<file path="src/design/pfc_pkg.sv">
package pfc_pkg;

  localparam int LETTER_COUNT = 26;
  localparam int SIDE         = 5;
  localparam int CELLS        = SIDE * SIDE;

  typedef logic [4:0] letter_t;
  typedef logic [2:0] func_t;

  localparam letter_t LETTER_I = 5'd8;
  localparam letter_t LETTER_J = 5'd9;
  localparam letter_t LETTER_Z = 5'd25;

  localparam func_t FUNC_CLEAR  = 3'd0;
  localparam func_t FUNC_KEY    = 3'd1;
  localparam func_t FUNC_FINISH = 3'd2;
  localparam func_t FUNC_ENC    = 3'd3;
  localparam func_t FUNC_DEC    = 3'd4;

  typedef struct packed {
    func_t   func;
    letter_t letter_a;
    letter_t letter_b;
  } in_beat_t;

  typedef struct packed {
    letter_t out_a;
    letter_t out_b;
    logic    status;
  } out_beat_t;

  // Square coordinate, row and column each 0..4.
  typedef struct packed {
    logic [2:0] row;
    logic [2:0] col;
  } cell_t;

  // Saturate to z, then read j as i.
  function automatic letter_t fold_letter(letter_t v);
    letter_t s;
    s = (v > LETTER_Z) ? LETTER_Z : v;
    return (s == LETTER_J) ? LETTER_I : s;
  endfunction

  // Linear cell index 0..24 to row/column.
  function automatic cell_t cell_of(letter_t idx);
    cell_t   c;
    letter_t base;
    if (idx >= 5'd20) begin
      c.row = 3'd4;
      base  = 5'd20;
    end else if (idx >= 5'd15) begin
      c.row = 3'd3;
      base  = 5'd15;
    end else if (idx >= 5'd10) begin
      c.row = 3'd2;
      base  = 5'd10;
    end else if (idx >= 5'd5) begin
      c.row = 3'd1;
      base  = 5'd5;
    end else begin
      c.row = 3'd0;
      base  = 5'd0;
    end
    c.col = 3'(idx - base);
    return c;
  endfunction

  function automatic letter_t index_of(cell_t c);
    letter_t r5;
    r5 = {2'b00, c.row};
    return (r5 << 2) + r5 + {2'b00, c.col};
  endfunction

  // One step along a row or column, wrapping at the edge.
  function automatic logic [2:0] step_mod(logic [2:0] v, logic fwd);
    if (fwd) begin
      return (v == 3'(SIDE - 1)) ? 3'd0 : v + 3'd1;
    end
    return (v == 3'd0) ? 3'(SIDE - 1) : v - 3'd1;
  endfunction

endpackage

</file>
<file path="src/design/playfair_digram_cipher.sv">
// channel  | direction | payload     | handshake
// ---------+-----------+-------------+--------------------
// in_      | input     | in_beat_t   | in_valid / in_stall
// out_     | output    | out_beat_t  | out_valid / out_stall
//
// One item at a time: a digram on a finished square does a position memory
// read, then a square memory read; finish walks the 26 letters, one per cycle,
// placing the unused ones through the square write port.
// rst_n is synchronous; the key square and position memories hold no reset,
// they are fully rewritten by key and finish before any digram may read them.
// A stalled result sits in the output register while the next beat is taken.
module playfair_digram_cipher (
  input  logic                clk,
  input  logic                rst_n,
  input  logic                in_valid,
  output logic                in_stall,
  input  pfc_pkg::in_beat_t   in_data,
  output logic                out_valid,
  input  logic                out_stall,
  output pfc_pkg::out_beat_t  out_data
);
  import pfc_pkg::*;

  localparam logic [2:0] ST_IDLE   = 3'd0;
  localparam logic [2:0] ST_LOOK   = 3'd1;
  localparam logic [2:0] ST_FETCH  = 3'd2;
  localparam logic [2:0] ST_FINISH = 3'd3;
  localparam logic [2:0] ST_EMIT   = 3'd4;

  localparam logic [LETTER_COUNT-1:0] USED_RESET = LETTER_COUNT'(1) << LETTER_J;

  logic [2:0]              state_r, state_nxt;
  logic [LETTER_COUNT-1:0] used_r, used_nxt;
  letter_t                 fill_r, fill_nxt;
  logic                    ready_r, ready_nxt;
  letter_t                 walk_r, walk_nxt;
  logic                    fwd_r, fwd_nxt;
  out_beat_t               res_r, res_nxt;
  logic                    out_valid_r;
  out_beat_t               out_data_r;

  // letter -> cell, cell index -> letter
  cell_t   pos_mem [LETTER_COUNT];
  letter_t sq_mem  [CELLS];

  logic    place_en;
  letter_t place_ltr;
  letter_t pos_raddr_a, pos_raddr_b;
  cell_t   pos_rd_a, pos_rd_b;
  letter_t sq_raddr_a, sq_raddr_b;
  letter_t sq_rd_a, sq_rd_b;
  logic    sq_we;
  cell_t   na, nb;
  logic    out_free;

  assign in_stall  = (state_r != ST_IDLE);
  assign out_free  = !out_valid_r || !out_stall;
  assign out_valid = out_valid_r;
  assign out_data  = out_data_r;
  assign sq_we     = place_en && (fill_r < letter_t'(CELLS));

  always_comb begin
    state_nxt   = state_r;
    used_nxt    = used_r;
    fill_nxt    = fill_r;
    ready_nxt   = ready_r;
    walk_nxt    = walk_r;
    fwd_nxt     = fwd_r;
    res_nxt     = res_r;
    place_en    = 1'b0;
    place_ltr   = in_data.letter_a;
    pos_raddr_a = fold_letter(in_data.letter_a);
    pos_raddr_b = fold_letter(in_data.letter_b);
    na          = '0;
    nb          = '0;
    unique case (state_r)
      ST_IDLE: begin
        if (in_valid) begin
          res_nxt   = '0;
          state_nxt = ST_EMIT;
          case (in_data.func) inside
            FUNC_CLEAR: begin
              used_nxt  = USED_RESET;
              fill_nxt  = '0;
              ready_nxt = 1'b0;
            end
            FUNC_KEY: begin
              if (!ready_r && in_data.letter_a < letter_t'(LETTER_COUNT) &&
                  !used_r[in_data.letter_a]) begin
                place_en = 1'b1;
              end
            end
            FUNC_FINISH: begin
              if (!ready_r) begin
                walk_nxt  = '0;
                state_nxt = ST_FINISH;
              end
            end
            FUNC_ENC, FUNC_DEC: begin
              if (!ready_r) begin
                res_nxt.status = 1'b1;
              end else begin
                fwd_nxt   = (in_data.func == FUNC_ENC);
                state_nxt = ST_LOOK;
              end
            end
            default: ;
          endcase
        end
      end
      ST_LOOK: begin
        if (pos_rd_a.row == pos_rd_b.row) begin
          na = '{row: pos_rd_a.row, col: step_mod(pos_rd_a.col, fwd_r)};
          nb = '{row: pos_rd_b.row, col: step_mod(pos_rd_b.col, fwd_r)};
        end else if (pos_rd_a.col == pos_rd_b.col) begin
          na = '{row: step_mod(pos_rd_a.row, fwd_r), col: pos_rd_a.col};
          nb = '{row: step_mod(pos_rd_b.row, fwd_r), col: pos_rd_b.col};
        end else begin
          na = '{row: pos_rd_a.row, col: pos_rd_b.col};
          nb = '{row: pos_rd_b.row, col: pos_rd_a.col};
        end
        state_nxt = ST_FETCH;
      end
      ST_FETCH: begin
        res_nxt.out_a = sq_rd_a;
        res_nxt.out_b = sq_rd_b;
        state_nxt     = ST_EMIT;
      end
      ST_FINISH: begin
        place_ltr = walk_r;
        place_en  = !used_r[walk_r];
        if (walk_r == letter_t'(LETTER_COUNT - 1)) begin
          ready_nxt = 1'b1;
          state_nxt = ST_EMIT;
        end else begin
          walk_nxt = walk_r + 5'd1;
        end
      end
      ST_EMIT: begin
        if (out_free) begin
          state_nxt = ST_IDLE;
        end
      end
      default: state_nxt = ST_IDLE;
    endcase

    if (place_en) begin
      used_nxt = used_nxt | (LETTER_COUNT'(1) << place_ltr);
      if (sq_we) begin
        fill_nxt = fill_r + 5'd1;
      end
    end
  end

  assign sq_raddr_a = index_of(na);
  assign sq_raddr_b = index_of(nb);

  // All writes finish before ready is set, so digram reads never meet a
  // write in flight and need no forwarding.
  always_ff @(posedge clk) begin
    if (sq_we) begin
      sq_mem[fill_r]     <= place_ltr;
      pos_mem[place_ltr] <= cell_of(fill_r);
    end
    pos_rd_a <= pos_mem[pos_raddr_a];
    pos_rd_b <= pos_mem[pos_raddr_b];
    sq_rd_a  <= sq_mem[sq_raddr_a];
    sq_rd_b  <= sq_mem[sq_raddr_b];
  end

  always_ff @(posedge clk) begin
    if (!rst_n) begin
      state_r <= ST_IDLE;
      used_r  <= USED_RESET;
      fill_r  <= '0;
      ready_r <= 1'b0;
    end else begin
      state_r <= state_nxt;
      used_r  <= used_nxt;
      fill_r  <= fill_nxt;
      ready_r <= ready_nxt;
    end
  end

  always_ff @(posedge clk) begin
    walk_r <= walk_nxt;
    fwd_r  <= fwd_nxt;
    res_r  <= res_nxt;
  end

  always_ff @(posedge clk) begin
    if (!rst_n) begin
      out_valid_r <= 1'b0;
    end else if (state_r == ST_EMIT && out_free) begin
      out_valid_r <= 1'b1;
    end else if (!out_stall) begin
      out_valid_r <= 1'b0;
    end
  end

  always_ff @(posedge clk) begin
    if (state_r == ST_EMIT && out_free) begin
      out_data_r <= res_r;
    end
  end

endmodule

</file>
<file path="config.mk">
export PLATFORM = sky130hd
export DESIGN_NAME = playfair_digram_cipher
export DESIGN_NICKNAME = d
export VERILOG_FILES = /design/src/design/pfc_pkg.sv /design/src/design/playfair_digram_cipher.sv
export SDC_FILE = /design/constraint.sdc
export NUM_CORES = 1
export LEC_CHECK = 0
export BUFFER_PORTS_ARGS = -buffer_cell sky130_fd_sc_hd__buf_4
export CORE_MARGIN = 2
export CORE_UTILIZATION = 50
export DETAILED_ROUTE_END_ITERATION = 10
export PLACE_DENSITY_LB_ADDON = 0.15
export REMOVE_ABC_BUFFERS = 1
export SYNTH_ARGS = -nofsm -noshare
export SYNTH_HDL_FRONTEND = slang
export SYNTH_SLANG_ARGS = --single-unit
</file>
<file path="constraint.sdc">
create_clock -name clk -period 9 [get_ports clk]
set_input_delay 0.9 -clock clk [delete_from_list [all_inputs] [get_ports clk]]
set_output_delay 0.9 -clock clk [all_outputs]
set_load 0.005 [all_outputs]
</file>
==> results by group <==
Status
  • Status: complete, no violations

CTS
  • Post-CTS setup buffer count: 0
  • Clock Sinks: 367
  • CTS Root Cell: clkbuf_16
  • Clock Path Buffers: 3
  • H-tree depth: 2
  • CTS tree: done
  • Post-CTS Hold Fix Bufs: 0
  • CTS clk-pin slew, worst paths: 0.06 ns
  • CTS resizes: 0
  • Clock buffer count from CTS: 41
  • Clock latency on the worst-skew pair: 0.57 ns

Power
  • Leakage power total: 0.00703 uW
  • Pwr Density: 189 mW/mm^2
  • Maximum vdd drop: 158 uV

Worst setup path
  • Reg2Reg Depth: 11
  • Startpoint types: register
  • Setup crit end kind: register
  • Worst Path Arrival: 5.02 ns
  • Data required time of the critical path: 9.44 ns
  • Setup CP Type: reg2reg
  • Crit Path Max Fanout: 30

Synth
  • Synthesis-stage register bit count: 367
  • Mapped Cells: 1339
  • EDFF count, synth: 309
  • Simple-gate share of the synthesized area: 8.20%
  • XOR/XNOR Fraction of Synth Area: 0.971%
  • Largest family of logic cells by synthesized area: multiplexers
  • Proportion of synthesized area in mux cells: 20.4%
  • Ys flop type: edfxtp_1
  • Synthesized area per cell: 14.0 sq um
  • Yosys cell types: 86
  • Fraction of the mapped netlist area in adder cells: 2.55%
  • Post-synthesis sequential area ratio: 55.9%
  • Yosys Warn Count: 0
  • Mapped cell area: 0.0187 sq mm
  • Ys async rst share: 0%
  • Synth Area in Compound Gates: 8.86%

Route
  • Initial drt markers: 1166
  • Drt drc: 0
  • Vias/cell: 6.45
  • Initial DRT Pass Iterations: 5
  • WL/cell: 25.9 um
  • Antenna Violating Nets Remaining: 0
  • DR vias: 11886
  • Total wire length: 47700 um

Floorplan
  • Die span in x: 197 um
  • Die area: 0.0389 sq mm
  • Die height: 197 um
  • CORE AREA: 0.0367 sq mm
  • Initial Utilization: 50.9%
  • # rows: 70
  • IO Pins: 30

GRT
  • Met1 usage: 34.7%
  • Met2 Use GR: 40.4%
  • Vias in the first global route: 11691
  • GR Util met3: 4.29%
  • First-pass GRT wire length: 72800 um
  • Largest net degree at the start of global routing: 50
  • Antenna violations before repair: 0
  • Global Route Usage Sum: 25.3%
  • Top Usage Layer GRT: met2
  • GRT overflow: 0

Placed design
  • Port Buffers: 29
  • Final HPWL DP: 32200 um
  • GPL Wtd Cong: 0.886
  • Placed Cells: 1768
  • Post-placement worst setup slack: 4.53 ns

Timing
  • Worst Hold Slack: 0.418 ns
  • Pins Over Slew Limit: 0
  • Setup ws final: 4.41 ns
  • Setup violators final: 0
  • Fin crit period: 4.59 ns
  • Fmax: 0.218 GHz
  • Max-slew headroom: 8.36%
  • Worst-margin pin slew: 1.37 ns
  • Final worst path period share: 51.0%
  • Worst clock skew: 0.0158 ns
  • RSZ-0062 raised after global routing: false
  • Fin Setup TNS: 0 ns
  • Final hold vios: 0

Cells and area
  • Final nets: 1395
  • Most frequent cells in the layout: edfxtp_1, mux2i_1, nor2_1
  • Final core occ: 56.4%
  • Filler-free cell count of the finished design: 1843
  • Layout cells sized above 1: 18.5%
  • Register Area: 0.0104 sq mm
  • Syn-to-layout area delta: 10.7%
  • Multi-input logic area: 0.00770 sq mm
  • Commonest non-fill, non-tap cell in the layout: edfxtp_1
  • Filler cells: 2904
  • N_diodes: 0

Worst hold path
  • HP Class: reg2reg
  • Worst Hold Path Cells: 0

Flow run
  • MaxCap Viol Count: 0
==> worst paths after layout <==
check	start	to	slack, ns
min	res_r[7]$_DFFE_PP_	out_data[7]$_DFFE_PP_	0.42
max reg2reg	pos_rd_b[2]$_DFF_P_	sq_rd_a[3]$_DFF_P_	4.41
min reg2reg	res_r[7]$_DFFE_PP_	out_data[7]$_DFFE_PP_	0.42
max	pos_rd_b[2]$_DFF_P_	sq_rd_a[3]$_DFF_P_	4.41
==> logic make-up after synthesis <==
group / Yosys count
adder cells (fa/ha/maj): 35
AO/OA/AOI/OAI: 221
XOR/XNOR: 19
flip-flops: 367
buffers and inverters: 130
AND/OR/NAND/NOR: 313
multiplexers: 254
==> registers in the layout (all words and copies together), names as in the netlist <==
name and count:
fill_r 5, fwd_r 1, out_data 11, out_valid 1, pos_mem 156, pos_rd_a 6
pos_rd_b 6, ready_r 1, res_r 11, sq_mem 125, sq_rd_a 5, sq_rd_b 5
state_r 3, used_r 26, walk_r 5
==> report_power, final <==
| part | leakage [uW] | total (uW) | switching (uW) | internal [uW] |
|---|---|---|---|---|
| clock | 0.000690 | 1770 | 683 | 1090 |
| combinational | 0.00333 | 276 | 173 | 103 |
| sequential | 0.00301 | 1860 | 15.3 | 1850 |
==> final cells by class <==
type / count / area share, %
well taps: 468 / 2.83
repair buffers: 50 / 1.81
clock buffers: 52 / 5.41
multi-input cells: 842 / 37.2
inverters: 41 / 0.744
flip-flops and latches: 367 / 50.5
clock inverters: 23 / 1.48
==> per-layer routing <==
metal,vias up,wire length [um]
met4,0,1540
met3,99,3220
li1,5296,-
met1,6031,20200
met2,460,22800
met5,-,0
==> metrics by stage <==
step	instance area, sq um	power [uW]
global route	20700	4030
floorplan	18300	2080
detailed placement	19300	2170
global placement	19300	2170
CTS	20700	3930
finish	20700	3910
==> cell usage after synthesis (9+ instances only) <==
cell / count / area (sq um)
nand2_1: 65 / 244
o211ai_1: 13 / 97.6
xnor2_1: 9 / 78.8
nor2_1: 113 / 424
o21ai_0: 29 / 145
inv_1: 38 / 143
nand3_1: 21 / 105
mux2i_1: 134 / 1340
a2111oi_0: 9 / 78.8
clkbuf_1: 43 / 161
buf_2: 29 / 145
a21o_1: 12 / 90.1
and3_1: 33 / 206
nor2b_1: 10 / 62.6
dfxtp_1: 58 / 1160
and2_1: 11 / 68.8
mux2_1: 10 / 113
mux2_2: 10 / 113
ha_1: 30 / 375
a21oi_1: 40 / 200
edfxtp_1: 309 / 9280
nor3_1: 18 / 90.1
mux4_2: 100 / 2250
==> worst max-delay path, stage by stage, from the launching register on <==
cell	delay, ns
dfxtp_1	0.48
xor2_1	0.13
or3_1	0.41
nor2_1	0.40
nor2_1	0.08
a21oi_1	0.14
nor2_1	0.08
ha_1	0.31
ha_1	1.21
mux4_2	0.45
mux4_2	0.46
mux2_1	0.32
(Power assumes the default switching activity.)
